[src/hdl/gifp_pkg.sv]
// Shared types and constants for the GIF header and transparency parser.
// No dependencies; used by every module of the block except gifp_ram.
package gifp_pkg;

    localparam int MAP_ENTRIES_DEF = 256;

    typedef enum logic [3:0] {
        PH_SIG,
        PH_SCREEN,
        PH_GMAP,
        PH_BLOCKS,
        PH_EXTLABEL,
        PH_EXTSIZE,
        PH_EXTDATA,
        PH_IMGDESC,
        PH_LMAP,
        PH_DONE
    } phase_t;

    localparam logic [2:0] ST_IMAGE     = 3'd0;
    localparam logic [2:0] ST_TERM      = 3'd1;
    localparam logic [2:0] ST_BADSIG    = 3'd2;
    localparam logic [2:0] ST_TRUNC     = 3'd3;
    localparam logic [2:0] ST_LMAPTRUNC = 3'd4;

    localparam logic [7:0] CH_G       = 8'h47;
    localparam logic [7:0] CH_I       = 8'h49;
    localparam logic [7:0] CH_F       = 8'h46;
    localparam logic [7:0] CH_8       = 8'h38;
    localparam logic [7:0] CH_7       = 8'h37;
    localparam logic [7:0] CH_9       = 8'h39;
    localparam logic [7:0] CH_A       = 8'h61;
    localparam logic [7:0] CH_TERM    = 8'h3b;
    localparam logic [7:0] CH_EXT     = 8'h21;
    localparam logic [7:0] CH_IMG     = 8'h2c;
    localparam logic [7:0] LABEL_GCE  = 8'hf9;

    typedef struct packed {
        logic [2:0]  status;
        logic [15:0] screen_width;
        logic [15:0] screen_height;
        logic [7:0]  background_index;
        logic [3:0]  color_resolution;
        logic        local_map_used;
        logic        transparent_valid;
        logic [7:0]  transparent_index;
        logic [23:0] transparent_rgb;
        logic [2:0]  disposal_method;
        logic        user_input_flag;
        logic [15:0] delay_time;
    } result_t;

    typedef struct packed {
        logic        valid;
        logic        hit;
        logic        bypass;
        logic [23:0] bypass_data;
        result_t     res;
    } req_t;

    function automatic logic [8:0] map_size(input logic [7:0] packed_flags);
        map_size = 9'd2 << packed_flags[2:0];
    endfunction

endpackage

[src/hdl/gifp_back.sv]
// Result side: merges map read data into a request and queues results.
// Depends on gifp_pkg; takes requests from gifp_front and data from gifp_ram.
module gifp_back (
    input  logic              clk,
    input  logic              rst_n,
    input  gifp_pkg::req_t    req,
    input  logic [23:0]       ram_rdata,
    input  logic              pop,
    output logic              empty,
    output logic              full,
    output gifp_pkg::result_t head
);

    logic                 stage_valid_reg;
    gifp_pkg::req_t       stage_reg;
    gifp_pkg::result_t    stage_res;
    gifp_pkg::result_t    fifo_reg [4];
    logic [1:0]           wptr_reg;
    logic [1:0]           rptr_reg;
    logic [2:0]           count_reg, count_next;
    logic                 do_pop;
    logic [2:0]           occupancy;

    assign do_pop    = pop && (count_reg != 3'd0);
    assign occupancy = count_reg + {2'b0, stage_valid_reg};
    // reserve room for the word still in the lookup stage
    assign full      = occupancy >= 3'd4;
    assign empty     = count_reg == 3'd0;
    assign head      = fifo_reg[rptr_reg];

    always_comb
    begin
        stage_res = stage_reg.res;
        if (stage_reg.hit)
        begin
            stage_res.transparent_rgb = stage_reg.bypass ? stage_reg.bypass_data : ram_rdata;
        end
        else
        begin
            stage_res.transparent_rgb = 24'd0;
        end
        count_next = count_reg + {2'b0, stage_valid_reg} - {2'b0, do_pop};
    end

    always_ff @(posedge clk)
    begin
        if (req.valid)
        begin
            stage_reg <= req;
        end
        if (stage_valid_reg)
        begin
            fifo_reg[wptr_reg] <= stage_res;
        end
    end

    always_ff @(posedge clk or negedge rst_n)
    begin
        if (!rst_n)
        begin
            stage_valid_reg <= 1'b0;
            wptr_reg        <= 2'd0;
            rptr_reg        <= 2'd0;
            count_reg       <= 3'd0;
        end
        else
        begin
            stage_valid_reg <= req.valid;
            count_reg       <= count_next;
            if (stage_valid_reg)
            begin
                wptr_reg <= wptr_reg + 2'd1;
            end
            if (do_pop)
            begin
                rptr_reg <= rptr_reg + 2'd1;
            end
        end
    end

endmodule

[config.mk]
export PLATFORM = sky130hd
export DESIGN_NAME = gifp_back
export DESIGN_NICKNAME = d
export VERILOG_FILES = /design/src/hdl/gifp_pkg.sv /design/src/hdl/gifp_back.sv
export SDC_FILE = /design/constraint.sdc
export NUM_CORES = 1
export LEC_CHECK = 0
export BUFFER_PORTS_ARGS = -buffer_cell sky130_fd_sc_hd__buf_2
export CAP_MARGIN = 20
export CORE_ASPECT_RATIO = 0.6
export CORE_MARGIN = 4
export CORE_UTILIZATION = 45
export DETAILED_ROUTE_END_ITERATION = 10
export PLACE_DENSITY = 0.67
export SETUP_SLACK_MARGIN = 0.1
export SYNTH_ARGS = -nofsm -noshare
export SYNTH_HDL_FRONTEND = slang
export SYNTH_SLANG_ARGS = --single-unit
[constraint.sdc]
create_clock -name clk -period 3.5 [get_ports clk]
set_clock_uncertainty 0.05 [all_clocks]
set_input_delay 0.35 -clock clk [delete_from_list [all_inputs] [get_ports clk]]
set_output_delay 0.35 -clock clk [all_outputs]
set_load 0.03 [all_outputs]
# Word level (Yosys, flattened, before mapping)
# Memories as Yosys holds them, arrays and structs flattened.
# Index checks and enable logic that the tools add are counted.
dict set report op_classes {
  addsub 4
  n_lt_le_gt_ge 1
  n_mux 4
  reduce_logical 3
}
# operator count
set op_table {}
lappend op_table {{$mux 24} 2}
lappend op_table {{$add 2x1->2 const B} 2}
lappend op_table {{$add 3x1->3} 1}
lappend op_table {{$ge 3x3->1 const B} 1}
lappend op_table {{$logic_not 3->1} 1}
lappend op_table {{$reduce_bool 3->1} 1}
lappend op_table {{$sub 3x1->3} 1}
lappend op_table {{$mux 1} 2}
lappend op_table {{$logic_and 1x1->1} 1}
dict set report totals {
  ff_bits 111
  mem_bits_rw 404
  in_bits 155
  output_inout_bits 103
  word_cells 31
  memories 1
}
# name words width rd rd_clocked_by_memory_dff write_ports line_no
set mem_list {}
lappend mem_list {fifo_reg 4 101 1 0 1 gifp_back.sv:17} ;# gifp_pkg::result_t fifo_reg [4];

# Depth between registers and ports, before layout
# Gate-level depths: netlist of the first run.
dict set report logic_depth {
  ltp_word 3
  ltp_mapped 5
}

# Worst setup path before layout of the first run
# Ideal clock, no wire load.
dict set report synth_path {
  kind {flip-flop to flip-flop}
  startpoint {reg wptr_reg[0]}
  endpoint {mem fifo_reg[0][0] in the netlist's numbering (enable)}
  setup_ps 471
  t_arrival_ps 2954
  required_ps 2979
  setup_slack_ps 25
  path_stages_with_launch 4
  n_path_buf 0
  synth_period_minus_slack_ps 3475
  path_cell_list {dfrtp_1 inv_1 ha_1 and2_1}
}
# element line_no
set synth_rtl {}
lappend synth_rtl {{start: declaration} gifp_back.sv:18} ;# logic [1:0] wptr_reg;
lappend synth_rtl {{start signal: assignment} gifp_back.sv:72} ;# wptr_reg <= wptr_reg + 2'd1;
lappend synth_rtl {{end: declaration} gifp_back.sv:17}
# No word-level cell before the write port.

==> results of run 1 <==
==> cell usage after synthesis (3+ instances only) <==
cell / n
edfxtp_1: 507
mux4_2: 101
mux2i_1: 24
nor2b_1: 24
buf_2: 12
dfrtp_1: 8
ha_1: 8
buf_12: 7
inv_1: 7
and2_1: 4
clkbuf_1: 4
buf_4: 3
xor2_1: 3
==> metrics by stage <==
| stage | cells | cell area (um2) |
|---|---|---|
| 3_3_place_gp | 1475 | 20400 |
| 3_5_place_dp | 1475 | 20400 |
| 2_1_floorplan | 721 | 18600 |
| 5_1_grt | 1665 | 22900 |
| 6_report | 1665 | 22900 |
| 4_1_cts | 1664 | 22900 |
==> worst max-delay path, cell delays in order (launching register included) <==
cell,delay [ps]
dfrtp_4,760
buf_12,330
mux4_2,570
buf_2,200
==> final cells by class <==
cell class	instances	area [um2]
multi-input combinational	171	2870
clock buffer	52	1190
antenna	1	2.50
timing repair buffer	355	2460
fill	2982	17700
inverter	7	26.3
clock inverter	33	265
sequential	515	15400
tap	531	664
==> power groups by stage <==
| stage | Combinational [mW] | Clock (mW) | Sequential (mW) |
|---|---|---|---|
| 2_1_floorplan | 4.31 | 0 | 8.33 |
| 3_3_place_gp | 5.69 | 0 | 8.52 |
| 3_5_place_dp | 5.71 | 0 | 8.58 |
| 4_1_cts | 5.82 | 5.04 | 8.45 |
| 5_1_grt | 6.05 | 5.33 | 8.53 |
| 6_report | 5.67 | 4.89 | 8.42 |
==> what timing repair did <==
item | 4_1_cts | 5_1_grt
resized for setup | 0 | 0
endpoints found under the hold margin | 111 | 0
setup endpoints to repair | 0 | 0
hold buffers | 104 | 0
==> worst paths after layout <==
path | slack, ps | startpoint | cells past startpoint | endpoint
max in group asynchronous | 3070 | rst_n | 2 | rptr_reg[0]
setup reg to reg | 1490 | wptr_reg[0] | 4 | fifo_reg[2][18]
min in group asynchronous | 140 | rst_n | 2 | wptr_reg[1]
setup / recovery | 680 | rptr_reg[0] | 3 | head[91]
hold reg to reg | 450 | stage_reg[6] | 0 | fifo_reg[1][6]
hold / removal | 60 | pop | 3 | rptr_reg[0]
==> metal layers <==
layer  routed length [um]  share of wire [%]  global-route usage [%]
met5                    0                  0                       0
met4                  470                1.4                    2.82
met3                 1650                4.8                    3.28
met2                17200                 50                    26.3
met1                15400                 44                    21.8
==> cell families (layout without fill, tap and decap cells) <==
| logic type | count (synthesis) | in the layout | share of synthesized area [%] |
|---|---|---|---|
| buffers and inverters | 35 | 447 | 1.56 |
| DFF | 515 | 515 | 83.0 |
| xor gates and xnor gates | 5 | 5 | 0.236 |
| adders and majority gates | 8 | 8 | 0.539 |
| and+or+nand+nor | 30 | 30 | 0.990 |
| AOI/OAI and AO/OA | 3 | 3 | 0.114 |
| other | 0 | 1 | 0 |
| muxes | 125 | 125 | 13.5 |
==> impl_metrics.yaml, run 1 <==
timing:
  worst_pin_slew_ps: 937
  slew_violations: 0
  fin_hold_ws_ps: 60.5
  finalWorstSetupSlack_ps: 676
  finalHoldViolations: 0
  max_freq_mhz: 354
  setup_viol: 0
  min_period_ps: 2820
  rsz0062_at_grt: "no"
  relSlewSlack_pct: 37.5
  post-route-period-util_pct: 80.7
  final.setup.tns_ps: 0
placed_design:
  port_buffers: 233
  place_ws_ps: 1180
  place.detailed.hpwl_mm: 20.6
  gp_congestion: 0.700
synth:
  synth_fp_nets: 884
  yosysWarningCount: 0
  synth-edff-count: 507
  synth_top_area_share_pct: 81.9
  async_flop_share_pct: 1.55
  ys_seq_area_share_pct: 83.0
  postSynthAreaPerCell_um2: 25.8
  synth_area_um2: 18600
  netlist_top_cells_area: "edfxtp_1 82%, mux4_2 12%, mux2i_1 1.3%"
  postSynthCellCount: 721
  ys_seq_elements: 515
  ys_types: 21
  yosys.area.top_type: "edfxtp_1"
  synth_ff_type: "edfxtp_1"
drt:
  drc: 0
  drt-total-wl_mm: 34.7
  num_vias: 8413
  drt-pass1-iter-count: 4
  ant_nets: 0
  via_per_inst: 5.05
  first_iter_violations: 580
  routedWlPerCell_um: 20.9
cts:
  clk_path_buf_depth: 3
  cts_tree: "done"
  path_clk_slew_ps: 60
  clock_sinks: 515
  clock_latency_ps: 540
  cts_setup_buffers: 0
  cts_inserted_buffers: 47
  cts-root-buf: "clkbuf_16"
  cts_max_level: 2
pwr:
  vdd_drop_max_mv: 0.622
  intPower_mw: 12.9
  clock_power_share_pct: 25.7
  sw_frac_of_total_pct: 32.2
  p_comb_share_pct: 29.9
  finalPower_mw: 19.0
  p_per_area_nw_per_um2: 828
  p_sw_mw: 6.10
  seqPwrFrac_pct: 44.4
  cellLeakagePower_nw: 8.00
worst_setup_path:
  critPathLaunchType: "register"
  critPathCaptureType: "output port"
  required_ps: 3100
  critPathKind: "reg -> out"
  cp_max_fo: 30
  arrival_ps: 2420
die:
  fp.dieH_um: 165
  rows: 57
  io_pins: 258
  die_w_um: 270
  start_util_pct: 45.8
  die-area_um2: 44700
  fp.coreArea_um2: 40600
finish:
  drive_above_1_share_pct: 37.2
  largest_reg_flops: 404
  post-route-util_pct: 56.5
  final_cell_mix: "507 x edfxtp_1, 232 x buf_2, 104 x dlygate4sd3_1, 101 x mux4_2, 47 x clkbuf_16"
  final_common_cell: "edfxtp_1"
  fin_nets: 1260
  syn_to_final_growth_pct: 23.3
grt:
  grt_first_pass_wirelength_mm: 53.4
  grt_use_total_pct: 15.6
  grt_max_degree: 68
  antenna_found_initial: 1
  grt_pass1_vias: 9028
  overflow: 0
min_path:
  hp-class: "in -> reg"
outcome:
  status: "finished, final reports clean"
run:
  cap_violations: 0
No activity file was read; power rests on OpenSTA's default activity.
==> run 2, diff against run 1 <==
--- a/config.mk
+++ b/config.mk
@@ -11,7 +11,6 @@
 export CORE_MARGIN = 4
 export CORE_UTILIZATION = 45
 export DETAILED_ROUTE_END_ITERATION = 10
-export PLACE_DENSITY = 0.67
 export SETUP_SLACK_MARGIN = 0.1
 export SYNTH_ARGS = -nofsm -noshare
 export SYNTH_HDL_FRONTEND = slang
==> constraint.sdc (replaced) <==
create_clock -name clk -period 2.65 [get_ports clk]
set_clock_uncertainty 0.05 [all_clocks]
set_input_delay 0.265 -clock clk [delete_from_list [all_inputs] [get_ports clk]]
set_output_delay 0.265 -clock clk [all_outputs]
set_load 0.03 [all_outputs]
==> run 2 against run 1 <==
- wire length is 1.7% higher
- utilization increased by 0.72 points
- first-iteration DRC count is 14% higher
- combinational power rose by 37%
- critical endpoint is now head[93]
- largest cell class unchanged
==> impl_metrics.yaml, run 2 (synthesis gave the netlist of run 1 again) <==
timing:
  finalWorstSetupSlack_ps: 181
  fin_hold_ws_ps: 77.5
  min_period_ps: 2470
  final.setup.tns_ps: 0
  finalHoldViolations: 0
  post-route-period-util_pct: 93.2
  rsz0062_at_grt: "yes"
  slew_violations: 0
  setup_viol: 0
  worst_pin_slew_ps: 874
  max_freq_mhz: 405
  relSlewSlack_pct: 41.7
finish:
  finalNonFillerCells: 1671
  final_cell_mix: "507 x edfxtp_1, 232 x buf_2, 105 x dlygate4sd3_1, 101 x mux4_2, 46 x clkbuf_16"
  final_common_cell: "edfxtp_1"
  largest_reg_flops: 404
  drive_above_1_share_pct: 37.8
  fin_nets: 1263
  syn_to_final_growth_pct: 24.9
  fill_cells: 2958
placed_design:
  gp_congestion: 0.678
  port_buffers: 233
  place_ws_ps: 553
  place_inst: 1475
  place.detailed.hpwl_mm: 20.5
drt:
  routedWlPerCell_um: 21.1
  via_per_inst: 5.05
  first_iter_violations: 663
  num_vias: 8437
  drt-total-wl_mm: 35.3
  drt-pass1-iter-count: 5
  ant_nets: 0
  drc: 0
die:
  io_pins: 258
  die_w_um: 270
  rows: 57
  start_util_pct: 45.8
  die-area_um2: 44700
  fp.dieH_um: 165
  fp.coreArea_um2: 40600
cts:
  cts_inserted_buffers: 46
  clk_path_buf_depth: 3
  clock_latency_ps: 560
  cts_tree: "done"
  cts_max_level: 2
  path_clk_slew_ps: 60
  clock_sinks: 515
  cts-root-buf: "clkbuf_16"
worst_setup_path:
  critPathCaptureType: "output port"
  critPathKind: "reg -> out"
  arrival_ps: 2150
  critPathLaunchType: "register"
  required_ps: 2340
  cp_max_fo: 30
grt:
  overflow: 0
  grt_first_pass_wirelength_mm: 54.6
  grt_use_total_pct: 16.0
  antenna_found_initial: 2
  grt_max_degree: 66
  grt_pass1_vias: 9129
pwr:
  p_per_area_nw_per_um2: 1120
  cellLeakagePower_nw: 8.13
  vdd_drop_max_mv: 0.730
min_path:
  hp-class: "in -> async"
run:
  cap_violations: 0
outcome:
  status: "finished, final reports clean"
[run 2: cell count changes in the layout (fill, tap and decap cells not counted), sizes merged]
cell         change
diode            +1
clkinvlp         -1
clkinv           -3
inv              -1
buf              +3
bufinv           +6
dlygate4sd3      +1
[run 2: critical path: stages (launching register included)]
cell and delay (ps):
dfrtp_4 520, buf_12 280, mux4_2 570, buf_2 200
[run 2: what timing repair did]
item | CTS | global route
hold buffers | 105 | 0
endpoints found under the hold margin | 113 | 0
gates cloned | 0 | 0
setup endpoints to repair | 89 | 8
gates resized for setup | 1 | 0
setup buffers | 3 | 0
[run 2: final timing paths]
path,cells after the start,end,slack (ps),from
hold reg to reg,0,fifo_reg[3][44],440,stage_reg[44]
max in group asynchronous,2,rptr_reg[1],2280,rst_n
setup reg to reg,4,fifo_reg[0][18],840,wptr_reg[0]
min in group clk,2,stage_valid_reg,100,req[127]
hold / removal,2,count_reg[2],80,rst_n
setup / recovery,3,head[93],180,rptr_reg[0]
[run 2: per-layer routing]
metal / track usage, % / routed length [um] / up-vias / part of all wire [%]
li1: - / - / 3811 / -
met1: 22.6 / 15800 / 4386 / 45
met2: 26.3 / 17200 / 192 / 49
met3: 3.52 / 1800 / 48 / 5.1
met4: 3.30 / 528 / 0 / 1.5
met5: 0 / 0 / - / 0
[run 2: per-stage QoR]
step	power [mW]	cell area [um2]	util (%)
floorplan	16.7	18600	-
detailed placement	19.0	20500	50.5
global placement	18.9	20500	50.5
global route	27.1	23200	57.2
CTS	26.3	23200	57.2
finish	25.9	23200	57.2
[run 2: power breakdown]
part | switching, mW | internal [mW] | leakage (nW)
Sequential | 0.480 | 10.5 | 4.83
Clock | 2.89 | 4.18 | 0.784
Combinational | 4.85 | 2.94 | 2.52
Total | 8.21 | 17.7 | 8.13
[run 2: final cells by class]
type,count,area [um2],area share [%]
Clock buffer,52,1170,5.06
Antenna cell,2,5.00,0.0216
Clock inverter,34,439,1.89
Multi-Input combinational cell,171,2870,12.4
Sequential cell,515,15400,66.5
Inverter,7,26.3,0.113
Tap cell,531,664,2.86
Timing Repair Buffer,359,2590,11.2
