<file path="config.mk">
export PLATFORM = sky130hd
export DESIGN_NAME = gifp_front
export DESIGN_NICKNAME = d
export VERILOG_FILES = /design/src/hdl/gifp_pkg.sv /design/src/hdl/gifp_front.sv
export SDC_FILE = /design/constraint.sdc
export NUM_CORES = 1
export LEC_CHECK = 0
export BUFFER_PORTS_ARGS = -buffer_cell sky130_fd_sc_hd__buf_2
export CAP_MARGIN = 15
export CORE_MARGIN = 10
export CORE_UTILIZATION = 33
export CTS_BUF_LIST = sky130_fd_sc_hd__clkbuf_2
export DETAILED_ROUTE_END_ITERATION = 6
export SLEW_MARGIN = 25
export SYNTH_ARGS = -nofsm -noshare
export SYNTH_HDL_FRONTEND = slang
export SYNTH_SLANG_ARGS = --single-unit
</file>
<file path="constraint.sdc">
create_clock -name clk -period 3.3 [get_ports clk]
set_input_delay 0.165 -clock clk [delete_from_list [all_inputs] [get_ports clk]]
set_output_delay 0.165 -clock clk [all_outputs]
set_load 0.01 [all_outputs]
</file>
<file path="src/hdl/gifp_pkg.sv">
// Shared types and constants for the GIF header and transparency parser.
// No dependencies; used by every module of the block except gifp_ram.
package gifp_pkg;

    localparam int MAP_ENTRIES_DEF = 256;

    typedef enum logic [3:0] {
        PH_SIG,
        PH_SCREEN,
        PH_GMAP,
        PH_BLOCKS,
        PH_EXTLABEL,
        PH_EXTSIZE,
        PH_EXTDATA,
        PH_IMGDESC,
        PH_LMAP,
        PH_DONE
    } phase_t;

    localparam logic [2:0] ST_IMAGE     = 3'd0;
    localparam logic [2:0] ST_TERM      = 3'd1;
    localparam logic [2:0] ST_BADSIG    = 3'd2;
    localparam logic [2:0] ST_TRUNC     = 3'd3;
    localparam logic [2:0] ST_LMAPTRUNC = 3'd4;

    localparam logic [7:0] CH_G       = 8'h47;
    localparam logic [7:0] CH_I       = 8'h49;
    localparam logic [7:0] CH_F       = 8'h46;
    localparam logic [7:0] CH_8       = 8'h38;
    localparam logic [7:0] CH_7       = 8'h37;
    localparam logic [7:0] CH_9       = 8'h39;
    localparam logic [7:0] CH_A       = 8'h61;
    localparam logic [7:0] CH_TERM    = 8'h3b;
    localparam logic [7:0] CH_EXT     = 8'h21;
    localparam logic [7:0] CH_IMG     = 8'h2c;
    localparam logic [7:0] LABEL_GCE  = 8'hf9;

    typedef struct packed {
        logic [2:0]  status;
        logic [15:0] screen_width;
        logic [15:0] screen_height;
        logic [7:0]  background_index;
        logic [3:0]  color_resolution;
        logic        local_map_used;
        logic        transparent_valid;
        logic [7:0]  transparent_index;
        logic [23:0] transparent_rgb;
        logic [2:0]  disposal_method;
        logic        user_input_flag;
        logic [15:0] delay_time;
    } result_t;

    typedef struct packed {
        logic        valid;
        logic        hit;
        logic        bypass;
        logic [23:0] bypass_data;
        result_t     res;
    } req_t;

    function automatic logic [8:0] map_size(input logic [7:0] packed_flags);
        map_size = 9'd2 << packed_flags[2:0];
    endfunction

endpackage

</file>
<file path="src/hdl/gifp_front.sv">
// Byte parser: signature, screen descriptor, maps, extensions, image descriptor.
// Depends on gifp_pkg; drives the map RAM and issues result requests.
module gifp_front #(
    parameter int MAP_ENTRIES = gifp_pkg::MAP_ENTRIES_DEF,
    localparam int AW = $clog2(MAP_ENTRIES)
) (
    input  logic               clk,
    input  logic               rst_n,
    input  logic               take,
    input  logic               action,
    input  logic [7:0]         data_byte,
    output logic               ram_we,
    output logic [AW-1:0]      ram_waddr,
    output logic [23:0]        ram_wdata,
    output logic               ram_re,
    output logic [AW-1:0]      ram_raddr,
    output gifp_pkg::req_t     req
);

    gifp_pkg::phase_t phase_reg, phase_next;
    logic [3:0]  fc_reg, fc_next;
    logic [7:0]  sbr_reg, sbr_next;
    logic        first_reg, first_next;
    logic [7:0]  label_reg, label_next;
    logic [8:0]  cnt_reg, cnt_next;
    logic [15:0] rgb_reg, rgb_next;
    logic [15:0] width_reg, width_next;
    logic [15:0] height_reg, height_next;
    logic [7:0]  flags_reg, flags_next;
    logic [7:0]  bg_reg, bg_next;
    logic [2:0]  disp_reg, disp_next;
    logic        uin_reg, uin_next;
    logic [15:0] delay_reg, delay_next;
    logic        tvalid_reg, tvalid_next;
    logic [7:0]  tindex_reg, tindex_next;
    logic        local_reg, local_next;

    logic        emit;
    logic        emit_full;
    logic [2:0]  emit_status;
    logic        sig_ok;
    logic        map_done;
    logic [8:0]  target;
    logic [8:0]  loaded;
    logic        hit;

    always_comb
    begin
        phase_next  = phase_reg;
        fc_next     = fc_reg;
        sbr_next    = sbr_reg;
        first_next  = first_reg;
        label_next  = label_reg;
        cnt_next    = cnt_reg;
        rgb_next    = rgb_reg;
        width_next  = width_reg;
        height_next = height_reg;
        flags_next  = flags_reg;
        bg_next     = bg_reg;
        disp_next   = disp_reg;
        uin_next    = uin_reg;
        delay_next  = delay_reg;
        tvalid_next = tvalid_reg;
        tindex_next = tindex_reg;
        local_next  = local_reg;
        emit        = 1'b0;
        emit_full   = 1'b0;
        emit_status = gifp_pkg::ST_IMAGE;
        sig_ok      = 1'b1;
        map_done    = 1'b0;
        ram_we      = 1'b0;
        ram_waddr   = cnt_reg[AW-1:0];
        ram_wdata   = {rgb_reg, data_byte};
        target      = (phase_reg == gifp_pkg::PH_LMAP) ? gifp_pkg::map_size(label_reg)
                                                       : gifp_pkg::map_size(flags_reg);

        // shared map byte handling for global and local maps
        if (take && !action
            && (phase_reg == gifp_pkg::PH_GMAP || phase_reg == gifp_pkg::PH_LMAP))
        begin
            if (fc_reg < 4'd2)
            begin
                rgb_next = {rgb_reg[7:0], data_byte};
                fc_next  = fc_reg + 4'd1;
            end
            else
            begin
                ram_we   = cnt_reg < 9'(MAP_ENTRIES);
                cnt_next = cnt_reg + 9'd1;
                fc_next  = 4'd0;
                rgb_next = 16'd0;
                map_done = (cnt_reg + 9'd1) >= target;
            end
        end

        if (take)
        begin
            if (action)
            begin
                if (phase_reg == gifp_pkg::PH_LMAP)
                begin
                    emit        = 1'b1;
                    emit_full   = 1'b1;
                    emit_status = gifp_pkg::ST_LMAPTRUNC;
                end
                else if (phase_reg != gifp_pkg::PH_DONE)
                begin
                    emit        = 1'b1;
                    emit_status = gifp_pkg::ST_TRUNC;
                end
            end
            else
            begin
                case (phase_reg)
                    gifp_pkg::PH_SIG:
                    begin
                        case (fc_reg)
                            4'd0:    sig_ok = data_byte == gifp_pkg::CH_G;
                            4'd1:    sig_ok = data_byte == gifp_pkg::CH_I;
                            4'd2:    sig_ok = data_byte == gifp_pkg::CH_F;
                            4'd3:    sig_ok = data_byte == gifp_pkg::CH_8;
                            4'd4:    sig_ok = data_byte == gifp_pkg::CH_7
                                              || data_byte == gifp_pkg::CH_9;
                            default: sig_ok = data_byte == gifp_pkg::CH_A;
                        endcase
                        // first_sub_block doubles as the bad-signature mark
                        if (!sig_ok)
                        begin
                            first_next = 1'b1;
                        end
                        if (fc_reg >= 4'd5)
                        begin
                            fc_next = 4'd0;
                            if (first_next)
                            begin
                                first_next  = 1'b0;
                                phase_next  = gifp_pkg::PH_DONE;
                                emit        = 1'b1;
                                emit_status = gifp_pkg::ST_BADSIG;
                            end
                            else
                            begin
                                phase_next = gifp_pkg::PH_SCREEN;
                            end
                        end
                        else
                        begin
                            fc_next = fc_reg + 4'd1;
                        end
                    end
                    gifp_pkg::PH_SCREEN:
                    begin
                        case (fc_reg)
                            4'd0:    width_next  = {8'd0, data_byte};
                            4'd1:    width_next  = {data_byte, width_reg[7:0]};
                            4'd2:    height_next = {8'd0, data_byte};
                            4'd3:    height_next = {data_byte, height_reg[7:0]};
                            4'd4:    flags_next  = data_byte;
                            4'd5:    bg_next     = data_byte;
                            default: ;
                        endcase
                        if (fc_reg >= 4'd6)
                        begin
                            fc_next    = 4'd0;
                            cnt_next   = 9'd0;
                            phase_next = flags_reg[7] ? gifp_pkg::PH_GMAP
                                                      : gifp_pkg::PH_BLOCKS;
                        end
                        else
                        begin
                            fc_next = fc_reg + 4'd1;
                        end
                    end
                    gifp_pkg::PH_GMAP:
                    begin
                        if (map_done)
                        begin
                            phase_next = gifp_pkg::PH_BLOCKS;
                        end
                    end
                    gifp_pkg::PH_BLOCKS:
                    begin
                        if (data_byte == gifp_pkg::CH_TERM)
                        begin
                            phase_next  = gifp_pkg::PH_DONE;
                            emit        = 1'b1;
                            emit_full   = 1'b1;
                            emit_status = gifp_pkg::ST_TERM;
                        end
                        else if (data_byte == gifp_pkg::CH_EXT)
                        begin
                            phase_next = gifp_pkg::PH_EXTLABEL;
                        end
                        else if (data_byte == gifp_pkg::CH_IMG)
                        begin
                            fc_next    = 4'd0;
                            phase_next = gifp_pkg::PH_IMGDESC;
                        end
                    end
                    gifp_pkg::PH_EXTLABEL:
                    begin
                        label_next = data_byte;
                        first_next = 1'b1;
                        phase_next = gifp_pkg::PH_EXTSIZE;
                    end
                    gifp_pkg::PH_EXTSIZE:
                    begin
                        if (data_byte == 8'd0)
                        begin
                            first_next = 1'b0;
                            phase_next = gifp_pkg::PH_BLOCKS;
                        end
                        else
                        begin
                            sbr_next   = data_byte;
                            fc_next    = 4'd0;
                            phase_next = gifp_pkg::PH_EXTDATA;
                        end
                    end
                    gifp_pkg::PH_EXTDATA:
                    begin
                        if (first_reg && label_reg == gifp_pkg::LABEL_GCE)
                        begin
                            case (fc_reg)
                                4'd0:
                                begin
                                    disp_next = data_byte[4:2];
                                    uin_next  = data_byte[1];
                                    rgb_next  = {15'd0, data_byte[0]};
                                end
                                4'd1: delay_next = {delay_reg[15:8], data_byte};
                                4'd2: delay_next = {data_byte, delay_reg[7:0]};
                                4'd3:
                                begin
                                    if (rgb_reg[0])
                                    begin
                                        tvalid_next = 1'b1;
                                        tindex_next = data_byte;
                                    end
                                end
                                default: ;
                            endcase
                        end
                        // saturate: only the first four positions matter
                        if (fc_reg != 4'hf)
                        begin
                            fc_next = fc_reg + 4'd1;
                        end
                        sbr_next = sbr_reg - 8'd1;
                        if (sbr_next == 8'd0)
                        begin
                            first_next = 1'b0;
                            fc_next    = 4'd0;
                            rgb_next   = 16'd0;
                            phase_next = gifp_pkg::PH_EXTSIZE;
                        end
                    end
                    gifp_pkg::PH_IMGDESC:
                    begin
                        if (fc_reg >= 4'd8)
                        begin
                            fc_next = 4'd0;
                            if (data_byte[7])
                            begin
                                local_next = 1'b1;
                                label_next = data_byte;
                                cnt_next   = 9'd0;
                                rgb_next   = 16'd0;
                                phase_next = gifp_pkg::PH_LMAP;
                            end
                            else
                            begin
                                phase_next  = gifp_pkg::PH_DONE;
                                emit        = 1'b1;
                                emit_full   = 1'b1;
                                emit_status = gifp_pkg::ST_IMAGE;
                            end
                        end
                        else
                        begin
                            fc_next = fc_reg + 4'd1;
                        end
                    end
                    gifp_pkg::PH_LMAP:
                    begin
                        if (map_done)
                        begin
                            phase_next  = gifp_pkg::PH_DONE;
                            emit        = 1'b1;
                            emit_full   = 1'b1;
                            emit_status = gifp_pkg::ST_IMAGE;
                        end
                    end
                    default: ;
                endcase
            end
        end

        // transparent lookup against the part of the map in use that is loaded
        if (local_next)
        begin
            loaded = cnt_next;
        end
        else
        begin
            loaded = flags_next[7] ? gifp_pkg::map_size(flags_next) : 9'd0;
        end
        if (loaded > 9'(MAP_ENTRIES))
        begin
            loaded = 9'(MAP_ENTRIES);
        end
        hit = tvalid_next && ({1'b0, tindex_next} < loaded);

        ram_raddr = tindex_next[AW-1:0];
        ram_re    = emit && emit_full && hit;

        req.valid       = emit;
        req.hit         = emit_full && hit;
        req.bypass      = ram_we && (ram_waddr == ram_raddr);
        req.bypass_data = ram_wdata;
        req.res         = '0;
        req.res.status  = emit_status;
        if (emit_full)
        begin
            req.res.screen_width      = width_next;
            req.res.screen_height     = height_next;
            req.res.background_index  = bg_next;
            req.res.color_resolution  = {flags_next[6:4], 1'b1};
            req.res.local_map_used    = local_next;
            req.res.transparent_valid = tvalid_next;
            req.res.transparent_index = tvalid_next ? tindex_next : 8'd0;
            req.res.disposal_method   = disp_next;
            req.res.user_input_flag   = uin_next;
            req.res.delay_time        = delay_next;
        end

        // end of input returns to the start state
        if (take && action)
        begin
            phase_next  = gifp_pkg::PH_SIG;
            fc_next     = 4'd0;
            sbr_next    = 8'd0;
            first_next  = 1'b0;
            label_next  = 8'd0;
            cnt_next    = 9'd0;
            rgb_next    = 16'd0;
            width_next  = 16'd0;
            height_next = 16'd0;
            flags_next  = 8'd0;
            bg_next     = 8'd0;
            disp_next   = 3'd0;
            uin_next    = 1'b0;
            delay_next  = 16'd0;
            tvalid_next = 1'b0;
            tindex_next = 8'd0;
            local_next  = 1'b0;
        end
    end

    always_ff @(posedge clk or negedge rst_n)
    begin
        if (!rst_n)
        begin
            phase_reg  <= gifp_pkg::PH_SIG;
            fc_reg     <= 4'd0;
            sbr_reg    <= 8'd0;
            first_reg  <= 1'b0;
            label_reg  <= 8'd0;
            cnt_reg    <= 9'd0;
            rgb_reg    <= 16'd0;
            width_reg  <= 16'd0;
            height_reg <= 16'd0;
            flags_reg  <= 8'd0;
            bg_reg     <= 8'd0;
            disp_reg   <= 3'd0;
            uin_reg    <= 1'b0;
            delay_reg  <= 16'd0;
            tvalid_reg <= 1'b0;
            tindex_reg <= 8'd0;
            local_reg  <= 1'b0;
        end
        else
        begin
            phase_reg  <= phase_next;
            fc_reg     <= fc_next;
            sbr_reg    <= sbr_next;
            first_reg  <= first_next;
            label_reg  <= label_next;
            cnt_reg    <= cnt_next;
            rgb_reg    <= rgb_next;
            width_reg  <= width_next;
            height_reg <= height_next;
            flags_reg  <= flags_next;
            bg_reg     <= bg_next;
            disp_reg   <= disp_next;
            uin_reg    <= uin_next;
            delay_reg  <= delay_next;
            tvalid_reg <= tvalid_next;
            tindex_reg <= tindex_next;
            local_reg  <= local_next;
        end
    end

endmodule

</file>
# Word-level counts from Yosys, hierarchy flattened
# Cells that the tools add are included.
[word_totals]
reg_bits = 127
input_bits = 12
elab_cells = 264
[op_classes]
n_addsub = 3
order_cmp = 8
eq_ne = 38
n_shift = 3
muxes = 170
n_reduce_logical = 25
[op_table]
columns = ["op", "count"]
rows = [
  ["$mux W16", 23],
  ["$mux W8", 27],
  ["$pmux W16 S2", 4],
  ["$mux W4", 27],
  ["$mux W9", 12],
  ["$mux W54", 1],
  ["$mux W1", 52],
  ["$eq A8 B6 Y1 const B", 6],
  ["$pmux W4 S9", 1],
  ["$eq A8 B7 Y1 const B", 4],
  ["$pmux W8 S2", 2],
  ["$mux W3", 10],
  ["$shl A2 B3 Y9 const A", 3],
  ["$eq A4 B3 Y1 const B", 6],
  ["$pmux W4 S6", 1],
  ["$ne A3 B3 Y1 const B", 7],
  ["$mux W20", 1],
  ["$pmux W9 S2", 1],
  ["$eq A4 B2 Y1 const B", 4],
  ["$logic_not A8 Y1", 2],
  ["$reduce_and A10 Y1", 1],
  ["$reduce_and A5 Y1", 2],
  ["$reduce_bool A10 Y1", 1],
  ["$add A9 B1 Y9 const B", 1],
  ["other kinds (30)", 48],
]

# Longest topological paths before layout
# Gate-level depths: netlist of the first run.
[logic_depth]
word_depth = 17
mapped_depth = 18

# Worst setup path before layout of the first run
# Ideal clock, no wire load.
[synth_path]
path_kind = "register -> output"
from = "register phase_reg[0]"
to = "output ram_re"
arrival_ns = 3.601
path_slack_ns = -0.466
path_stages_with_launch = 18
path_buffers = 3
cell_sequence = "dfrtp_1 > clkbuf_1 > nor2b_1 > and4_1 > buf_2 > nand4_1 > clkbuf_1 > nand3_1 > o21ai_0 > a32oi_1 > o21ai_0 > ha_1 > and4_1 > and2_1 > o31ai_1 > o211ai_1 > a21o_1 > a211oi_1"
[synth_via]
elab_chain_cells = 15
[synth_rtl]
columns = ["item", "line", "source"]
rows = [
  ["start, declared", "gifp_front.sv:20", "gifp_pkg::phase_t phase_reg, phase_next;"],
  ["start signal, assigned", "gifp_front.sv:364", "phase_reg <= gifp_pkg::PH_SIG;"],
  ["start signal, assigned", "gifp_front.sv:384", "phase_reg <= phase_next;"],
  ["$eq A4 B2 Y1 or $eq A4 B4 Y1 (tied branches)", "gifp_front.sv:79, gifp_front.sv:74, gifp_front.sv:100", ""],
  ["$logic_or A1 B1 Y1", "gifp_front.sv:79", "&& (phase_reg == gifp_pkg::PH_GMAP || phase_reg == gifp_pkg::PH_LMAP))"],
  ["$logic_and A1 B1 Y1", "gifp_front.sv:79", ""],
  ["$mux W9", "gifp_front.sv:78", "if (take && !action"],
  ["$mux W9", "gifp_front.sv:263", "if (data_byte[7])"],
  ["$mux W9", "gifp_front.sv:260", "if (fc_reg >= 4'd8)"],
  ["$pmux W9 S2", "gifp_front.sv:114", "case (phase_reg)"],
  ["$mux W9", "gifp_front.sv:98", "if (action)"],
  ["$mux W9", "gifp_front.sv:96", "if (take)"],
  ["$mux W9", "gifp_front.sv:300", "if (local_next)"],
  ["$gt A9 B9 Y1", "gifp_front.sv:308", "if (loaded > 9'(MAP_ENTRIES))"],
  ["$mux W9", "gifp_front.sv:308", ""],
  ["$lt A8 B9 Y1", "gifp_front.sv:312", "hit = tvalid_next && ({1'b0, tindex_next} < loaded);"],
  ["$logic_and A1 B1 Y1", "gifp_front.sv:312", ""],
  ["$logic_and A1 B1 Y1 (*)", "gifp_front.sv:315", "ram_re = emit && emit_full && hit;"],
  ["end, declared", "gifp_front.sv:15", "output logic ram_re,"],
]
# Mark *: on every way between the ends. The rest lies on a longest branch, timed or not. The select of a mux whose other input is x is not followed.

# Worst setup path in the final report of the first run
[layout_path]
from = "register phase_reg[2]"
to = "output ram_re"
# Same word-level chain as after synthesis.

==> metrics.log, run 1 <==
INFO  metric synth_area_leaders = dfrtp_1, nor2_1, buf_4
INFO  metric netSwitchingFraction = 0.3966
INFO  metric timing.hold.worst.class = input port to async pin
INFO  metric postSynth.topFlopCell = dfrtp_1
INFO  metric cp_top_family = simple AND/OR/NAND/NOR gates
INFO  metric final_util = 0.4395
INFO  metric grt_antenna_before_repair = 1
INFO  metric cp-end-kind = primary output
INFO  metric starting_drc_count_in_detailed_routing = a little under 500
INFO  metric viasPerCell = roughly 5.2
INFO  metric leakage = about 0.0053 uW
INFO  metric rsz0062_at_grt = true
INFO  metric ff2ff_path_depth = 21
INFO  metric portBuffers = 157
INFO  metric synth-async-reset-ratio = 1.000
INFO  metric clock-sinks = roughly 130
INFO  metric groute.layer.met1.usage = 0.2487
INFO  metric detail_route.wirelength = between 30000 and 40000 um
INFO  metric global_route.usage.met2 = 0.2913
INFO  metric maxCapViolCount = 0
INFO  metric critical_path.n_buffers_inverters = 1
INFO  metric critical_path.startpoint_type = flip-flop
INFO  metric die_w = between 150 and 200 um
INFO  metric post_synth.cell_area_avg = a little over 8 um^2
INFO  metric worstPathRequired = around 3.1 ns
INFO  metric finClkSkew = 0.03018 ns
INFO  metric overflow = 0
INFO  metric synth_top_cell_area_share = 0.3851
INFO  metric synth_cells = a little over 1000
INFO  metric layout_worst_path_cycle_share = 1.298
INFO  metric failed_checks = negative setup slack
INFO  metric worstSetupPathType = flip-flop to primary output
INFO  metric area_overhead_vs_synth = 30.28%
INFO  metric fmaxAchievable = ~230 MHz
INFO  metric slew_headroom = 0.4763
INFO  metric final_net_count = 1266
INFO  metric die_area = 31730 um^2
INFO  metric worstReg2RegEnd = cnt_reg[4]$_DFF_PN0_
INFO  metric synth.most_common_cell = nor2_1
INFO  metric i_o_pins = between 150 and 200
INFO  metric post_synth_xor_area_fraction = 0.03397
INFO  metric drcViolationCount = 0
INFO  metric combinationalPowerShare = 0.394
INFO  metric post_route_cells_drive_above_1_share = 0.3250
INFO  metric tritoncts = yes
INFO  metric cts_made_buffers = 17
INFO  metric die_h = 178.1 um
INFO  metric share_clk_of_total_power = 0.209
INFO  metric ys_types = 67
INFO  metric cts-root-to-sink-buffers = 2
INFO  metric slowest_stage = or4b_4
INFO  metric post-route-min-period = about 4.3 ns
INFO  metric final_antenna_net_count = 0
INFO  metric yosys.area_share.simple = 0.2288
INFO  metric synth-seq-cells = about 130
INFO  metric cts.reportedPaths.clkPinSlew = around 0.20 ns
INFO  metric seq_power_share = 0.397
INFO  metric timing.final.ws_setup = -0.9846 ns
INFO  metric crit_path_cell_trace = or4b_4, or3_4, nor2_4, xor2_1, o21ai_2, o22ai_1, nand2_1, ha_1, and2_1, and2_4, o31ai_2, o211ai_1, a21o_1, a211oi_2, buf_2
INFO  metric timing_hold_violations_final = 0
INFO  metric routed_wire_length_per_instance = just under 20 um
INFO  metric synth-edff-count = 0
INFO  metric insertion_delay = between 0.7 and 0.8 ns
INFO  metric vdd_ir_drop_max = 0.0002093 V
INFO  metric initial_utilization = 0.3373
INFO  metric setup_viol_count_final = 80
INFO  metric rows = between 50 and 60
INFO  metric busiest_layer = met2
INFO  metric post_synthesis_compound_gate_area_fraction = 0.1712
INFO  metric synth.largest_area_cell = dfrtp_1
INFO  metric synth.yosys.seq_area_share = 0.3851
INFO  metric synth_top_family_by_area = simple AND/OR/NAND/NOR gates
INFO  metric dp_slack = -0.2954 ns
INFO  metric multi_input_logic_area = 4646 um^2
INFO  metric mappedNetlistArea = 8252 um^2
INFO  metric synthAdderAreaFrac = 0.03639
INFO  metric critical_path.reg2reg.startpoint = phase_reg[2]$_DFFE_PN0P_
INFO  metric fillerInstances = approximately 2400
INFO  metric core = roughly 24000 um^2
INFO  metric grt.met3_usage = 0.03890
INFO  metric grt_max_degree = between 100 and 150
INFO  metric cp_slowest_stage_delay = just under 0.6 ns
INFO  metric global_route_wire_length_before_repair = roughly 46000 um
INFO  metric powerDensity = between 400 and 500 nW/um^2
INFO  metric synth.mux.area_fraction = 0.03760
INFO  metric run_status = finished with violations
INFO  metric synth.yosys.warnings = 0
INFO  metric regToRegSetupSlack = -0.33 ns
INFO  metric slew_at_the_pin_closest_to_its_max_slew_limit = around 0.78 ns
INFO  metric grt_usage = 0.1850
INFO  metric internal_power = approximately 2600 uW
INFO  metric drt_first_pass_iters = 7
INFO  metric synth.cells.most_frequent = nor2_1, dfrtp_1, nand2_1
INFO  metric detailroute.via_count = 8190
INFO  metric final-seq-area = between 3000 and 4000 um^2
INFO  metric dp_hpwl = approximately 21000 um
INFO  metric cts_root_buf = clkbuf_2
INFO  metric critical_path_arrival = between 4 and 5 ns
INFO  metric p_switching = 1718 uW
INFO  metric cp_max_fo = 4
INFO  metric timing.final.max_slew_violations = 0
INFO  metric htreeDepth = 4
INFO  metric number_of_global_route_vias_before_repair = a little over 8000
INFO  metric global_placer_s_final_weighted_congestion = about 0.93
logic make-up (layout without fill, tap and decap cells):
family / Yosys count / count (layout)
buffers and inverters: 165 / 372
xor gates and xnor gates: 32 / 32
other: 1 / 26
muxes: 31 / 31
adders and majority gates: 24 / 24
AOI/OAI and AO/OA: 216 / 216
DFF: 127 / 127
and+or+nand+nor: 416 / 417
worst reg2reg max path, stage by stage (launching register included):
cell and delay (ns):
dfrtp_1 0.44, or4b_4 0.58, or3_4 0.41, nor2_4 0.11
xor2_1 0.19, o21ai_2 0.09, buf_4 0.14, buf_4 0.13
buf_4 0.12, buf_4 0.12, buf_4 0.12, buf_4 0.12
buf_4 0.12, buf_4 0.13, buf_6 0.10, buf_6 0.10
buf_6 0.10, buf_6 0.10, buf_6 0.10, buf_6 0.10
buf_6 0.11, nor2_4 0.07
routing by layer:
metal | share of wire | vias up
met5 | 0 | -
met4 | 0.015 | 0
met3 | 0.060 | 38
met2 | 0.48 | 274
met1 | 0.45 | 4019
li1 | - | 3859
through the flow:
stage	instances	total power, uW	hold slack (ns)	TNS, ns	cell area (um^2)
2_1_floorplan	1035	2702	-0.1306	-0.5829	8421
3_3_place_gp	1493	3296	0.3447	-1.237	9758
3_5_place_dp	1493	3299	0.3402	-4.070	9758
4_1_cts	1565	4283	0.002439	-66.72	10500
5_1_grt	1569	4583	0.03114	-79.22	10750
6_report	1569	4332	0.04062	-55.34	10750
worst max path at each step:
stage	from	depth (start not counted)	end
5_1_grt	phase_reg[2]$_DFFE_PN0P_	15	ram_re
3_3_place_gp	phase_reg[2]$_DFFE_PN0P_	15	req[126]
3_5_place_dp	phase_reg[2]$_DFFE_PN0P_	15	ram_re
4_1_cts	phase_reg[0]$_DFFE_PN0P_	15	ram_re
2_1_floorplan	phase_reg[0]$_DFFE_PN0P_	17	ram_re
6_report	phase_reg[2]$_DFFE_PN0P_	15	ram_re
power groups by stage:
stage / logic, uW / clock network (uW) / registers [uW]
final: 1710 / 904 / 1720
after global routing: 1850 / 1000 / 1730
after CTS: 1630 / 931 / 1720
after detailed placement: 1550 / 0 / 1750
after global placement: 1550 / 0 / 1740
after floorplan: 946 / 0 / 1760
cell type report:
class / instances / share of cell area
inverter: 24 / 0.008380
clock inverter: 15 / 0.01117
timing repair buffer: 316 / 0.2065
antenna: 2 / 0.0004655
multi-input combinational: 744 / 0.4321
tap: 324 / 0.03771
sequential: 127 / 0.2957
clock buffer: 17 / 0.007914
timing repair:
action / 4_1_cts / 5_1_grt
hold buffers: 11 / 0
pin swaps: 5 / 35
endpoints found under the hold margin: 149 / 0
gates cloned: 4 / 1
setup endpoints to repair: 79 / 84
buffers inserted: 25 / 8
gates resized for setup: 45 / 50
cell usage in the layout, fill, tap and decap left out, types with 18 or more instances in the layout:
master	n
inv_1	23
buf_4	124
conb_1	24
nand3_1	18
mux2i_1	23
buf_2	155
nor3_1	24
dfrtp_1	126
a22oi_1	47
o21ai_0	42
nor2_1	187
xnor2_1	20
nand2_1	88
a21oi_1	32
Note: power is estimated with default switching activity, not from simulation.
==> run 2: changes to the inputs <==
--- a/config.mk
+++ b/config.mk
@@ -7,10 +7,11 @@
 export LEC_CHECK = 0
 export BUFFER_PORTS_ARGS = -buffer_cell sky130_fd_sc_hd__buf_2
 export CAP_MARGIN = 15
-export CORE_MARGIN = 10
-export CORE_UTILIZATION = 33
+export CORE_UTILIZATION = 45
 export CTS_BUF_LIST = sky130_fd_sc_hd__clkbuf_2
 export DETAILED_ROUTE_END_ITERATION = 6
+export PLACE_DENSITY = 0.71
+export SETUP_SLACK_MARGIN = 0.05
 export SLEW_MARGIN = 25
 export SYNTH_ARGS = -nofsm -noshare
 export SYNTH_HDL_FRONTEND = slang
==> metrics.log, run 2 (synthesis results as in run 1) <==
INFO  metric run_status = finished with violations
INFO  metric failed_checks = negative setup slack
INFO  metric cp_max_fo = 4 (unchanged)
INFO  metric i_o_pins = 182 (unchanged)
INFO  metric final.setup.tns = -60.24 ns (-4.908 ns)
INFO  metric mostFrequentLayoutCells = nor2_1, buf_2, buf_4
INFO  metric number_of_global_route_vias_before_repair = 7752 (-4.9%)
INFO  metric total_power = 4489 uW (+3.6%)
INFO  metric detailroute.via_count = 8355 (+2.0%)
INFO  metric regToRegSetupSlack = 0.10 ns (+0.43 ns)
INFO  metric rsz0062_at_grt = true
INFO  metric worst_hold_startpoint = data_byte[7]
INFO  metric vdd_ir_drop_max = 0.0002355 V (+13%)
INFO  metric dp_hpwl = 18360 um (-12%)
INFO  metric fillerInstances = 1564 (-35%)
INFO  metric timing.hold.worst.class = input port to flip-flop
INFO  metric global_route_wire_length_before_repair = 42380 um (-8.6%)
INFO  metric ff2ff_path_depth = 16 (-24%)
INFO  metric area_overhead_vs_synth = 28.64%
INFO  metric detail_route.wirelength = 26870 um (-11%)
INFO  metric layout_worst_path_cycle_share = 1.285 (-0.01286)
INFO  metric timing.final.ws_setup = -0.9421 ns (+0.04245 ns)
INFO  metric setup_viol_count_final = 79 (-1.3%)
INFO  metric powerDensity = 422.9 nW/um^2 (+5.0%)
INFO  metric worstSetupPathType = flip-flop to primary output
INFO  metric die_area = 18880 um^2 (-40%)
INFO  metric min_delay_worst_endpoint = rgb_reg[7]$_DFF_PN0_
INFO  metric multi_input_logic_area = 4551 um^2 (-2.0%)
INFO  metric drcViolationCount = 0 (unchanged)
INFO  metric clock-sinks = 127 (unchanged)
INFO  metric fmaxAchievable = 235.7 MHz (+1.0%)
INFO  metric critical_path.reg2reg.startpoint = phase_reg[1]$_DFFE_PN0P_
INFO  metric dp_slack = -0.3141 ns (-0.01876 ns)
INFO  metric htreeDepth = 4 (unchanged)
INFO  metric leakage = 0.005322 uW (+1.1%)
INFO  metric die_w = 137.4 um (-23%)
INFO  metric timing_hold_violations_final = 0 (unchanged)
INFO  metric cts_root_buf = clkbuf_2
INFO  metric tritoncts = yes
INFO  metric final_antenna_net_count = 0 (unchanged)
INFO  metric drt_first_pass_iters = 7 (unchanged)
INFO  metric die_h = 137.4 um (-23%)
INFO  metric final_net_count = 1273 (+0.55%)
INFO  metric rows = 49 (-14%)
INFO  metric worstPathRequired = 3.13 ns (about the same)
INFO  metric critical_path_arrival = 4.08 ns (-0.04 ns)
INFO  metric grt_antenna_before_repair = 1 (unchanged)
INFO  metric post-route-min-period = 4.242 ns (-0.04245 ns)
INFO  metric global_placer_s_final_weighted_congestion = 0.9334 (+0.70%)
INFO  metric timing.final.max_slew_violations = 0 (unchanged)
INFO  metric viasPerCell = 5.649 (+8.2%)
INFO  metric routed_wire_length_per_instance = 18.17 um (-5.4%)
INFO  metric cts_made_buffers = 17 (unchanged)
INFO  metric finClkSkew = 0.02387 ns (-0.006308 ns)
INFO  metric cts-root-to-sink-buffers = 2 (unchanged)
INFO  metric core = 17960 um^2 (-27%)
INFO  metric post_route_cells_drive_above_1_share = 0.3163 (-0.008767)
INFO  metric insertion_delay = 0.73 ns (about the same)
INFO  metric maxCapViolCount = 0 (unchanged)
INFO  metric worstReg2RegEnd = phase_reg[2]$_DFFE_PN0P_
INFO  metric overflow = 0 (unchanged)
INFO  metric cp-end-kind = primary output
INFO  metric critical_path.startpoint_type = flip-flop
INFO  metric slew_headroom = 0.3983 (-0.07806)
INFO  metric slew_at_the_pin_closest_to_its_max_slew_limit = 0.9026 ns (+0.1188 ns)
INFO  metric layout.cells.most_common = nor2_1
INFO  metric final-seq-area = 3178 um^2 (about the same)
INFO  metric cts.reportedPaths.clkPinSlew = 0.19 ns (about the same)
INFO  metric portBuffers = 157 (unchanged)
INFO  metric starting_drc_count_in_detailed_routing = 835 (+68%)
INFO  metric initial_utilization = 0.4594 (+0.1220)
INFO  metric grt_max_degree = 68 (-47%)
INFO  metric grt_usage = 0.2964 (+0.1114)
INFO  metric hold_depth = 4
==> run 2: power breakdown <==
part	internal [uW]	switching (uW)	total, uW
clock	416	600	1020
sequential	1660	64.5	1720
combinational	733	1020	1750
==> run 2: metrics by stage <==
stage / cells / hold WS (ns) / area [um^2] / util
2_1_floorplan: 1035 / -0.1306 / 8421 / -
3_3_place_gp: 1403 / 0.3345 / 9702 / 0.5401
3_5_place_dp: 1403 / 0.3422 / 9702 / 0.5401
4_1_cts: 1483 / 0.00009281 / 10530 / 0.5864
5_1_grt: 1479 / 0.02778 / 10620 / 0.5909
6_report: 1479 / 0.06609 / 10620 / 0.5909
==> run 2: worst max-delay path by stage <==
stage / startpoint / endpoint / cells after the start
after floorplan: phase_reg[0]$_DFFE_PN0P_ / ram_re / 17
after global placement: phase_reg[0]$_DFFE_PN0P_ / req[126] / 17
after detailed placement: phase_reg[0]$_DFFE_PN0P_ / req[126] / 15
after CTS: phase_reg[2]$_DFFE_PN0P_ / req[126] / 15
after global routing: phase_reg[2]$_DFFE_PN0P_ / req[126] / 15
final: phase_reg[2]$_DFFE_PN0P_ / req[126] / 15
==> run 2: layout make-up <==
| cell class | instances | share of cell area |
|---|---|---|
| Clock inverter | 12 | 0.01367 |
| Inverter | 24 | 0.008487 |
| Multi-Input combinational cell | 743 | 0.4287 |
| Antenna cell | 1 | 0.0002357 |
| Tap cell | 229 | 0.02699 |
| Clock buffer | 19 | 0.008958 |
| Sequential cell | 127 | 0.2994 |
| Timing Repair Buffer | 324 | 0.2136 |
==> run 2: critical path, stage by stage (launching register included) <==
cell,delay [ns]
dfrtp_1,0.44
or4b_4,0.57
or3_4,0.41
nor2_4,0.11
xor2_1,0.17
o21ai_1,0.11
nor2_1,0.11
o21ai_1,0.08
ha_1,0.30
and4_1,0.19
and2_1,0.15
o31ai_1,0.06
o211ai_1,0.12
a21o_1,0.22
a211oi_2,0.17
buf_2,0.16
==> run 2: what timing repair did <==
item | 4_1_cts | 5_1_grt
setup buffers | 36 | 6
gates cloned | 4 | 0
hold endpoints to repair | 92 | 0
endpoints found under the setup margin | 80 | 88
hold buffers | 9 | 0
pin swaps | 24 | 10
gates resized for setup | 40 | 23
==> run 2: routing by layer <==
layer  GRT usage  vias up  routed length, um
met5           0        -                  0
met4      0.1190        0                689
met3     0.06291       65               2126
met2      0.4458      423              12280
met1      0.4134     4006              11770
li1            -     3861                  -
==> run 3: changes to the inputs <==
--- a/config.mk
+++ b/config.mk
@@ -12,6 +12,7 @@
 export DETAILED_ROUTE_END_ITERATION = 6
 export PLACE_DENSITY = 0.71
 export SETUP_SLACK_MARGIN = 0.05
+export SKIP_LAST_GASP = 1
 export SLEW_MARGIN = 25
 export SYNTH_ARGS = -nofsm -noshare
 export SYNTH_HDL_FRONTEND = slang
==> metrics.log, run 3 (synthesis results as in run 1) <==
INFO  metric timing_hold_violations_final = 0 (unchanged)
INFO  metric post_route_cells_drive_above_1_share = 0.3044 (-0.01184)
INFO  metric crit_path_cell_trace = or4b_4, or3_4, nor2_4, xor2_1, o21ai_1, nor2_1, o21ai_1, ha_1, and4_1, and2_1, o31ai_1, o211ai_1, a21o_1, a211oi_2, buf_2
INFO  metric detailroute.via_count = 8360 (+0.060%)
INFO  metric cts-root-to-sink-buffers = 2 (unchanged)
INFO  metric dp_hpwl = 18360 um (unchanged)
INFO  metric grt_max_degree = 68 (unchanged)
INFO  metric instances_no_fill = 1475 (-0.27%)
INFO  metric area_overhead_vs_synth = 27.05%
INFO  metric die_w = 137.4 um (unchanged)
INFO  metric cts_made_buffers = 17 (unchanged)
INFO  metric layout.cells.most_common = nor2_1
INFO  metric timing.hold.worst.class = input port to flip-flop
INFO  metric viasPerCell = 5.668 (+0.33%)
INFO  metric maxCapViolCount = 0 (unchanged)
INFO  metric layout_worst_path_cycle_share = 1.296 (+0.01016)
INFO  metric mostFrequentLayoutCells = nor2_1, buf_2, buf_4
INFO  metric cp-end-kind = primary output
INFO  metric fmaxAchievable = 233.9 MHz (-0.78%)
INFO  metric busiest_layer = met2
INFO  metric ff2ff_path_depth = 17 (+1)
INFO  metric final_util = 0.5836 (-0.007313)
INFO  metric critical_path_cell_count = 15 (unchanged)
INFO  metric leakage = 0.005294 uW (-0.53%)
INFO  metric regToRegSetupSlack = 0.13 ns (+0.03 ns)
INFO  metric die_area = 18880 um^2 (unchanged)
INFO  metric groute.layer.met1.usage = 0.4126 (-0.0008043)
INFO  metric multi_input_logic_area = 4468 um^2 (-1.8%)
INFO  metric critical_path_arrival = 4.11 ns (+0.03 ns)
INFO  metric routed_wire_length_per_instance = 18.15 um (about the same)
INFO  metric drt_first_pass_iters = 7 (unchanged)
INFO  metric rows = 49 (unchanged)
INFO  metric clock-sinks = 127 (unchanged)
INFO  metric cts.reportedPaths.clkPinSlew = 0.19 ns (about the same)
INFO  metric drcViolationCount = 2 (+2)
INFO  metric setup_viol_count_final = 79 (unchanged)
INFO  metric finClkSkew = 0.02462 ns (+0.0007467 ns)
INFO  metric fillerInstances = 1581 (+1.1%)
INFO  metric grt_usage = 0.2961 (about the same)
INFO  metric worstReg2RegEnd = phase_reg[2]$_DFFE_PN0P_
INFO  metric slowest_stage = or4b_4
INFO  metric number_of_global_route_vias_before_repair = 7741 (-0.14%)
INFO  metric die_h = 137.4 um (unchanged)
INFO  metric failed_checks = design-rule violations, negative setup slack
INFO  metric final-seq-area = 3178 um^2 (unchanged)
INFO  metric global_route.usage.met2 = 0.4458 (unchanged)
INFO  metric critical_path.n_buffers_inverters = 1 (unchanged)
INFO  metric starting_drc_count_in_detailed_routing = 772 (-7.5%)
INFO  metric worstPathRequired = 3.13 ns (about the same)
INFO  metric setup.worst_path.start = phase_reg[2]$_DFFE_PN0P_
INFO  metric run_status = finished with violations
INFO  metric cp_max_fo = 4 (unchanged)
INFO  metric rsz0062_at_grt = true
INFO  metric dp_cells = 1403 (unchanged)
INFO  metric worst_hold_startpoint = data_byte[7]
INFO  metric htreeDepth = 4 (unchanged)
INFO  metric cp_slowest_stage_delay = 0.57 ns (about the same)
INFO  metric global_placer_s_final_weighted_congestion = 0.9334 (unchanged)
INFO  metric cp_top_family = simple AND/OR/NAND/NOR gates
INFO  metric core = 17960 um^2 (unchanged)
INFO  metric portBuffers = 157 (unchanged)
INFO  metric critical_path.reg2reg.startpoint = phase_reg[3]$_DFFE_PN0P_
INFO  metric grt_antenna_before_repair = 1 (unchanged)
INFO  metric worst_path_most_repeated_cell = o21ai_1
INFO  metric powerDensity = 422.7 nW/um^2 (about the same)
INFO  metric critical_path.endpoint = req[126]
INFO  metric grt.met3_usage = 0.06291 (unchanged)
INFO  metric insertion_delay = 0.74 ns (about the same)
INFO  metric final_antenna_net_count = 0 (unchanged)
INFO  metric critical_path.startpoint_type = flip-flop
INFO  metric slew_headroom = 0.4075 (+0.009213)
INFO  metric timing.final.ws_setup = -0.9757 ns (-0.03353 ns)
INFO  metric tritoncts = yes
INFO  metric detail_route.wirelength = 26770 um (-0.37%)
INFO  metric i_o_pins = 182 (unchanged)
INFO  metric slew_at_the_pin_closest_to_its_max_slew_limit = 0.8888 ns (-0.01382 ns)
INFO  metric post-route-min-period = 4.276 ns (+0.03353 ns)
INFO  metric global_route_wire_length_before_repair = 42320 um (-0.13%)
INFO  metric final_net_count = 1269 (-0.31%)
INFO  metric worstSetupPathType = flip-flop to primary output
INFO  metric timing.final.max_slew_violations = 0 (unchanged)
INFO  metric initial_utilization = 0.4594 (unchanged)
INFO  metric cts_root_buf = clkbuf_2
INFO  metric overflow = 0 (unchanged)
INFO  metric vdd_ir_drop_max = 0.0002372 V (+0.73%)
[run 3: changes by cell type in the layout (fill, tap and decap cells not counted), sizes merged]
cell	delta
buf	-4
[run 3: what timing repair did]
item	4_1_cts	5_1_grt
setup buffers	36	1
pin swaps	23	3
gates cloned	4	0
endpoints found under the hold margin	92	0
hold buffers	9	0
resized for setup	37	5
setup endpoints to repair	80	88
[run 3: layout make-up]
cell class              instances  area share
well taps                     229     0.02733
inverters                      24    0.008593
multi-input cells             743      0.4262
flip-flops and latches        127      0.3031
clock inverters                12     0.01384
diodes                          1   0.0002387
repair buffers                320      0.2116
clock buffers                  19    0.009070
[run 3: worst min-delay path, cell delays in order]
cell     delay [ns]
buf_2          0.14
buf_4          0.22
a22oi_1        0.19
nor2_1         0.06
[run 3: metal layers]
layer,wire length [um],vias to the layer above,share of wire
met4,858,0,0.032
met5,0,-,0
met3,2111,85,0.079
li1,-,3851,-
met2,12080,429,0.45
met1,11720,3995,0.44
[run 3: where the power goes]
part           switching [uW]  internal, uW
clock network             603           416
logic                     988           703
registers                64.1          1660
total                    1660          2780
[run 3: through the flow]
stage	setup WS [ns]	hold slack (ns)	area (um^2)	total power, uW	setup TNS [ns]
after floorplan	-0.1568	-0.1306	8421	2702	-0.5829
after global placement	-0.2853	0.3345	9702	3300	-1.460
after detailed placement	-0.3141	0.3422	9702	3293	-5.753
after CTS	-0.9389	0.00009281	10520	4402	-61.81
after global routing	-1.281	0.02523	10480	4661	-85.53
final	-0.9757	0.05207	10480	4432	-60.13
[run 3: worst min path at each step]
stage / end / slack [ns] / depth (start not counted)
after floorplan: bg_reg[0]$_DFF_PN0_ / -0.13 / 0
after global placement: delay_reg[5]$_DFF_PN0_ / 0.33 / 1
after detailed placement: delay_reg[3]$_DFF_PN0_ / 0.34 / 1
after CTS: first_reg$_DFFE_PN0P_ / 0.00009 / 4
after global routing: rgb_reg[7]$_DFF_PN0_ / 0.03 / 4
final: rgb_reg[7]$_DFF_PN0_ / 0.05 / 4
